### config.mk
export PLATFORM = sky130hd
export DESIGN_NAME = dtt_cell
export DESIGN_NICKNAME = d
export VERILOG_FILES = /design/src/dtt_pkg.sv /design/src/dtt_cell.sv
export SDC_FILE = /design/constraint.sdc
export NUM_CORES = 1
export LEC_CHECK = 0
export ABC_AREA = 1
export ABC_CLOCK_PERIOD_IN_PS = 18000
export CAP_MARGIN = 0
export CORE_ASPECT_RATIO = 1.2
export CORE_MARGIN = 10
export CORE_UTILIZATION = 65
export DETAILED_ROUTE_END_ITERATION = 8
export DONT_BUFFER_PORTS = 1
export PLACE_DENSITY = 0.79
export SETUP_SLACK_MARGIN = 0.02
export SYNTH_ARGS = -nofsm -noshare
export SYNTH_HDL_FRONTEND = slang
export SYNTH_SLANG_ARGS = --single-unit
export TNS_END_PERCENT = 50
### constraint.sdc
create_clock -name i_clk -period 18 [get_ports i_clk]
set_input_delay 5.4 -clock i_clk [delete_from_list [all_inputs] [get_ports i_clk]]
set_output_delay 5.4 -clock i_clk [all_outputs]
set_load 0.02 [all_outputs]
### src/dtt_pkg.sv
package dtt_pkg;

    // Table size and field widths
    localparam int TIMER_SLOTS = 16;
    localparam int SLOT_W      = (TIMER_SLOTS > 1) ? $clog2(TIMER_SLOTS) : 1;
    localparam int ID_W        = 4;
    localparam int DELAY_W     = 31;
    localparam int TIME_W      = 32;
    localparam int CMP_W       = (SLOT_W > ID_W) ? SLOT_W : ID_W;

    typedef enum logic [1:0] {
        ACT_REGISTER = 2'd0,
        ACT_ADJUST   = 2'd1,
        ACT_QUERY    = 2'd2,
        ACT_TICK     = 2'd3
    } t_action;

    typedef enum logic {
        KIND_EXPIRE = 1'b0,
        KIND_REMAIN = 1'b1
    } t_kind;

    // Request token walking down the cell row
    typedef struct packed {
        logic               valid;
        t_action            action;
        logic [ID_W-1:0]    id;
        logic [DELAY_W-1:0] delay;
        logic [TIME_W-1:0]  now;
        logic [TIME_W-1:0]  rem;
    } t_tok;

    // Expiry report raised by one cell
    typedef struct packed {
        logic              hit;
        logic [ID_W-1:0]   id;
        logic [TIME_W-1:0] value;
    } t_rep;

endpackage

### src/dtt_cell.sv
module dtt_cell (
    input  logic                       i_clk,
    input  logic                       i_rst_n,
    input  logic                       i_adv,
    input  logic [dtt_pkg::SLOT_W-1:0] i_slot,
    input  dtt_pkg::t_tok              i_tok,
    output dtt_pkg::t_tok              o_tok,
    output dtt_pkg::t_rep              o_rep,
    output logic                       o_busy
);
    import dtt_pkg::*;

    t_tok              r_tok;
    logic              r_active;
    logic [TIME_W-1:0] r_start;
    logic [TIME_W-1:0] r_deadline;

    logic              n_active;
    logic [TIME_W-1:0] n_start;
    logic [TIME_W-1:0] n_deadline;

    logic              match;
    logic              delay_nz;
    logic [TIME_W-1:0] diff;
    logic [TIME_W-1:0] delay_ext;

    always_comb begin
        match     = (CMP_W'(r_tok.id) == CMP_W'(i_slot));
        delay_nz  = (r_tok.delay != '0);
        delay_ext = {1'b0, r_tok.delay};
        diff      = r_deadline - r_tok.now;

        n_active   = r_active;
        n_start    = r_start;
        n_deadline = r_deadline;
        o_tok      = r_tok;
        o_rep      = '0;

        case (r_tok.action)
            ACT_REGISTER: begin
                if (r_tok.valid && match && delay_nz) begin
                    n_active   = 1'b1;
                    n_start    = r_tok.now;
                    n_deadline = r_tok.now + delay_ext;
                end
            end
            ACT_ADJUST: begin
                if (r_tok.valid && match && delay_nz && r_active) begin
                    n_deadline = r_deadline + delay_ext;
                end
            end
            ACT_QUERY: begin
                // negative remainder clamps to zero (token already carries 0)
                if (r_tok.valid && match && r_active && !diff[TIME_W-1]) begin
                    o_tok.rem = diff;
                end
            end
            ACT_TICK: begin
                // wrap-safe: due when deadline - now is zero or negative
                if (r_tok.valid && r_active && ((diff == '0) || diff[TIME_W-1])) begin
                    n_active    = 1'b0;
                    o_rep.hit   = 1'b1;
                    o_rep.id    = ID_W'(i_slot);
                    o_rep.value = r_tok.now - r_start;
                end
            end
            default: begin
            end
        endcase

        o_busy = r_tok.valid;
    end

    always_ff @(posedge i_clk) begin
        if (!i_rst_n) begin
            r_tok.valid <= 1'b0;
            r_active    <= 1'b0;
        end else if (i_adv) begin
            r_tok      <= i_tok;
            r_active   <= n_active;
            r_start    <= n_start;
            r_deadline <= n_deadline;
        end
    end

endmodule

[Word-level counts from Yosys, hierarchy flattened]
Cells that the tools add are included.
Word-level totals
  register bits: 167
  bits of input ports: 109
  output and inout port bits: 140
  logic and storage cells: 48
Operators by class
  add/sub/neg operators: 4
  equality and inequality tests: 7
  multiplexer cells: 10
  reduce and logical (&&, ||, !) cells: 18
Operator list (count)
  $mux 32: 4
  $mux 37: 2
  $add 32x31->32: 2
  $pmux 32 s2: 1
  $sub 32x32->32: 2
  $logic_not 32->1: 1
  $reduce_bool 31->1: 1
  $reduce_and 4->1: 2
  $logic_and 1x1->1: 7
  $ne 2x2->1 const B: 3
  $reduce_and 5->1: 1
  $eq 2x2->1 const B: 2
  $eq 4x4->1: 1
  $reduce_bool 2->1: 2
  $eq 2x1->1 const B: 1
  $logic_not 2->1: 1
  $mux 1: 2
  $pmux 1 s2: 1
  $reduce_and 2->1: 1
  $logic_not 1->1: 1
  $logic_or 1x1->1: 1

[Depth between registers and ports, before layout]
Gate-level depths: netlist of the first run.
  depth after elaboration: 6
  mapped depth: 24
  gate-level depth less buffers: 24

[Least setup slack after synthesis of the first run]
No wires, ideal clock.
  kind: input to output
  from: input i_slot[1] (netlist name)
  to: output o_tok[10] (netlist name)
  arrival: 6.829 ns
  required time: 12.600 ns
  setup slack: 5.771 ns
  cell stages on the path: 10
  path buffers: 1
  cells stage by stage: inv_1 o22ai_1 a21oi_1 nand4_1 nor3_1 inv_1 nor4_1 nand2_2 buf_2 o21ai_1
RTL lines
  start, declared: RTL line dtt_cell.sv:5  | input logic [dtt_pkg::SLOT_W-1:0] i_slot,
  end, declared: RTL line dtt_cell.sv:7  | output dtt_pkg::t_tok o_tok,

==> results.toml, run 1 <==
[outcome]
status = "completed"

[clock_tree]
clk_pin_slew_ps = 70
hold_buffers = 0
clk_latency_ps = 430
cts_max_level = 4
cts_root_buf = "clkbuf_16"
cts.sinks = 167
cts_tree = "built"
postCtsSetupRepairBufs = 0
cts-resized-gates = 0
clock_tree.buffer_depth = 2
cts_inserted_buffers = 17

[synth]
synthesis.nets = 1759
synth.distinct_cells = 49
netlist_instances = 1554
syn_avg_cell_area_um2 = 7.90
yosys_register_bits = 167
synth-main-ff-cell = "edfxtp_1"
postSynth.asyncResetShare = 0
ys_seq_area_frac = 0.407
synthesis.area_um2 = 12300
ys_warn_count = 0
synth_edf_count = 165

[setup_path]
r2r_start = "o_tok[100]"
critPathCapture = "o_tok[24]"
startpoint = "i_slot[0]"
end_kind = "primary output"
worstSetupPathType = "primary input to primary output"
cp.arrival_ps = 7870
reg2reg_depth = 15
r2r_setup_slack_ps = 13910
r2r-end = "r_deadline[30]"
cp.required_ps = 12600
cp-start-kind = "primary input"
crit_path_max_fanout = 45

[sta]
finalClockSkew_ps = 10.3
relSlewSlack = 0.426
grt_setup_unrepaired = "no"
hold_viol = 0
setup_tns_ps = 0
min_period_ps = 13270
setup_violations = 0
fmax_ghz = 0.0754
finalMaxSlewViolations = 0
tightest_slew_ps = 858
finalCritPeriodShare = 0.737
fin_hold_ws_ps = 527

[place]
dp_hpwl_mm = 26.1
io_buffers = 0
gp_congestion = 1.03

[detailed_routing]
vias = 9847
drt_pass1_iterations = 5
first_iter_violations = 607
wl_mm = 31.5
final_antenna_net_count = 0
wl_per_cell_um = 17.9
viasPerCell = 5.59
drc_errors = 0

[floorplan]
start_util = 0.656
rows = 55
die_width_um = 145
ios = 249
die_area_um2 = 24800
core_um2 = 18700
dieHeight_um = 171

[power]
totalPowerFinal_uw = 1050
p_leak_uw = 0.00599
power_density_nw_per_um2 = 83.3
vdd_drop_max_v = 0.0000638

[global_route]
grt_pass1_vias = 9262
grt_pass1_wl_mm = 47.9
grt.overflow.total = 0
antenna_found_initial = 1
grt_usage = 0.246
grt_max_degree = 64

[finish]
drive_gt1_frac = 0.0385
mostFrequentLayoutCells = "415 x nand2_1, 246 x inv_1, 165 x edfxtp_1, 162 x nor2_1, 118 x a21oi_1"
mostFrequentLayoutCell = "nand2_1"
fill_cells = 1545
nNetsFinal = 1698
synthToLayoutAreaGrowth_pct = 2.86

[run]
maxCapViolations = 0

[hold_path]
min_path_cells = 2
hp-class = "flop to flop"
## through the flow
step / instance area (µm²) / instances / setup slack [ps] / utilization
6_report: 12600 / 1762 / 4730 / 0.675
5_1_grt: 12600 / 1762 / 4510 / 0.675
4_1_cts: 12600 / 1761 / 4730 / 0.675
3_5_place_dp: 12100 / 1730 / 4800 / 0.644
3_3_place_gp: 12100 / 1730 / 4970 / 0.644
2_1_floorplan: 12300 / 1554 / 5770 / -
## sequential cells by signal (all words and copies together) (netlist names)
signal and count:
o_tok 69, o_busy 1, r_deadline 32, r_start 32
r_tok 32, r_active 1
## critical path: stages
cell	delay (ps)
inv_1	60
o22ai_1	80
a21oi_1	130
nand4_1	100
nor3_1	320
inv_1	90
nor4_1	300
nand2_2	580
clkinv_2	480
nand2_1	110
nand2_1	200
## per-layer routing
layer,GRT usage,share of wire,vias up
met1,0.294,0.41,4523
met4,0.0863,0.023,0
met2,0.425,0.49,399
li1,-,-,4887
met3,0.0602,0.082,38
met5,0,0,-
## worst min-delay path by stage
stage                     startpoint  endpoint  slack, ps
final                       r_active  r_active        530
after detailed placement    r_active  r_active        480
after floorplan             r_active  r_active        450
after global placement      r_active  r_active        470
after CTS                   r_active  r_active        520
after global routing        r_active  r_active        540
## final cells by class
class	instances	area, µm²	share of cell area
multi-input cells	1052	5760	0.456
clock buffers	18	429	0.0340
repair buffers	5	37.5	0.00297
clock inverters	13	150	0.0119
inverters	250	943	0.0747
diodes	1	2.50	0.000198
well taps	256	320	0.0254
flip-flops and latches	167	4990	0.395
## cell families (layout without fill, tap and decap cells)
logic type / count (synthesis) / after routing / share of synthesized area
and+or+nand+nor: 674 / 674 / 0.221
buffers and inverters: 335 / 286 / 0.126
AOI/OAI and AO/OA: 216 / 216 / 0.0993
DFF: 167 / 167 / 0.407
adders and majority gates: 96 / 96 / 0.0996
xor gates and xnor gates: 65 / 65 / 0.0470
muxes: 1 / 1 / 0.000815
other: 0 / 1 / 0
## synth_stat cells (all sizes together) (3+ instances only)
library cell / number / area share
nand3: 54 / 0.022
nand2: 420 / 0.13
clkbuf: 7 / 0.0021
a21oi: 120 / 0.050
edfxtp: 165 / 0.40
fa: 3 / 0.0049
nor2: 163 / 0.050
xor2: 36 / 0.026
nor3: 10 / 0.0049
o21ai: 47 / 0.019
nand3b: 6 / 0.0037
inv: 248 / 0.076
xnor2: 29 / 0.021
a21boi: 7 / 0.0046
o21bai: 5 / 0.0034
nor4: 9 / 0.0046
o21a: 5 / 0.0031
a211oi: 3 / 0.0018
a21o: 9 / 0.0055
buf: 78 / 0.047
a31oi: 10 / 0.0051
ha: 93 / 0.095
nand4: 12 / 0.0061
## power by group
part / switching [µW] / leakage, µW / total (µW) / internal, µW
registers: 30.5 / 0.00154 / 484 / 454
logic: 136 / 0.00418 / 208 / 71.7
clock network: 155 / 0.000271 / 360 / 205
Note: power is estimated with default switching activity, not from simulation.
==> inputs of run 2 (changes only) <==
ABC_CLOCK_PERIOD_IN_PS = 11700   (was 18000)
CORE_UTILIZATION = 59   (was 65)
PLACE_DENSITY = 0.76   (was 0.79)
clock period = 11.7 ns   (was 18 ns; I/O delays follow)
==> results.toml, run 2 (synthesis results as in run 1) <==
[sta]
grt_setup_unrepaired = "no"
fmax_ghz = 0.106
relSlewSlack = 0.393
hold_viol = 0
setup_violations = 0
tightest_slew_ps = 908
setup_tns_ps = 0
finalCritPeriodShare = 0.808
min_period_ps = 9450
layout_setup_ws_ps = 2250
finalMaxSlewViolations = 0
finalClockSkew_ps = 17.0

[clock_tree]
clk_pin_slew_ps = 70
cts_root_buf = "clkbuf_16"
hold_buffers = 0
clk_latency_ps = 440
cts_max_level = 4
cts-resized-gates = 0
cts.sinks = 167
cts_tree = "built"
postCtsSetupRepairBufs = 0
clock_tree.buffer_depth = 2
cts_inserted_buffers = 17

[hold_path]
hp-class = "flop to flop"

[place]
post_dp_cell_area_um2 = 12100
io_buffers = 0
dp_hpwl_mm = 26.4
preCtsSetupSlack_ps = 2220
gp_congestion = 0.965
dp.cells = 1739

[global_route]
use_met2 = 0.384
grt.overflow.total = 0
antenna_found_initial = 2
grt_pass1_vias = 9412
grt_max_degree = 64
use_met3 = 0.0654
grt_util_met1 = 0.270
grt-busiest-layer = "met2"
grt_pass1_wl_mm = 48.0
grt_usage = 0.229

[floorplan]
ios = 249
rows = 57
core_um2 = 20400
die_width_um = 152
dieHeight_um = 178
die_area_um2 = 27000
start_util = 0.602

[finish]
multi_input_comb_area_um2 = 5760
mostFrequentLayoutCell = "nand2_1"
drive_gt1_frac = 0.0392
mostFrequentLayoutCells = "415 x nand2_1, 246 x inv_1, 165 x edfxtp_1, 162 x nor2_1, 118 x a21oi_1"
nNetsFinal = 1698
synthToLayoutAreaGrowth_pct = 2.92
stdcell_area_um2 = 12600
seqCellArea_um2 = 4990
fin_cells = 1773
fill_cells = 1841
largest_reg_flops = 69

[power]
vdd_drop_max_v = 0.0000995
p_leak_uw = 0.00601
totalPowerFinal_uw = 1610
power_density_nw_per_um2 = 127

[setup_path]
crit_path_max_fanout = 45
worstSetupPathType = "primary input to primary output"
end_kind = "primary output"
cp-start-kind = "primary input"
cp.required_ps = 8190
cp.arrival_ps = 5940

[detailed_routing]
first_iter_violations = 551
vias = 9646
drc_errors = 0
wl_per_cell_um = 17.8
viasPerCell = 5.44
wl_mm = 31.5
drt_pass1_iterations = 6
final_antenna_net_count = 0

[run]
maxCapViolations = 0

[outcome]
status = "completed"
-- run 2: cell types whose count changed in the layout (fill, tap and decap cells not counted), sizes merged --
cell and delta:
clkinv +4, clkinvlp -4, inv +2, bufinv -1, diode +1
-- run 2: critical path, stage by stage --
cell and delay (ps):
inv_1 70, o22ai_1 80, a21oi_1 140, nand4_1 90, nor3_1 300, inv_1 80
nor4_1 250, nand2_2 590, clkinv_2 490, nand2_1 130, nand2_1 210
-- run 2: final cells by class --
class                      count  share of cell area
tap                          265              0.0262
timing repair buffer           5             0.00297
clock inverter                14              0.0114
multi-input combinational   1052               0.455
antenna                        2            0.000396
clock buffer                  18              0.0339
sequential                   167               0.395
inverter                     250              0.0746
-- run 2: worst paths after layout --
path         slack (ps)  cells after the start        from        endpoint
max                2250                     11   i_slot[1]        o_tok[6]
min                 510                      2    r_active        r_active
max reg2reg        7660                     15  o_tok[100]  r_deadline[30]
min reg2reg         510                      2    r_active        r_active
-- run 2: routing by layer --
metal,part of all wire,routed length (µm)
met1,0.40,12600
met2,0.48,15200
met3,0.089,2810
met4,0.028,878
met5,0,0
-- run 2: per-stage QoR --
| stage | util | hold slack, ps |
|---|---|---|
| after detailed placement | 0.591 | 474 |
| after CTS | 0.620 | 513 |
| final | 0.620 | 515 |
| after global routing | 0.620 | 551 |
| after floorplan | - | 452 |
| after global placement | 0.591 | 471 |
-- run 2: power by group --
| part | internal [µW] | switching [µW] |
|---|---|---|
| Combinational | 110 | 207 |
| Sequential | 697 | 46.9 |
| Clock | 300 | 249 |
| Total | 1110 | 503 |
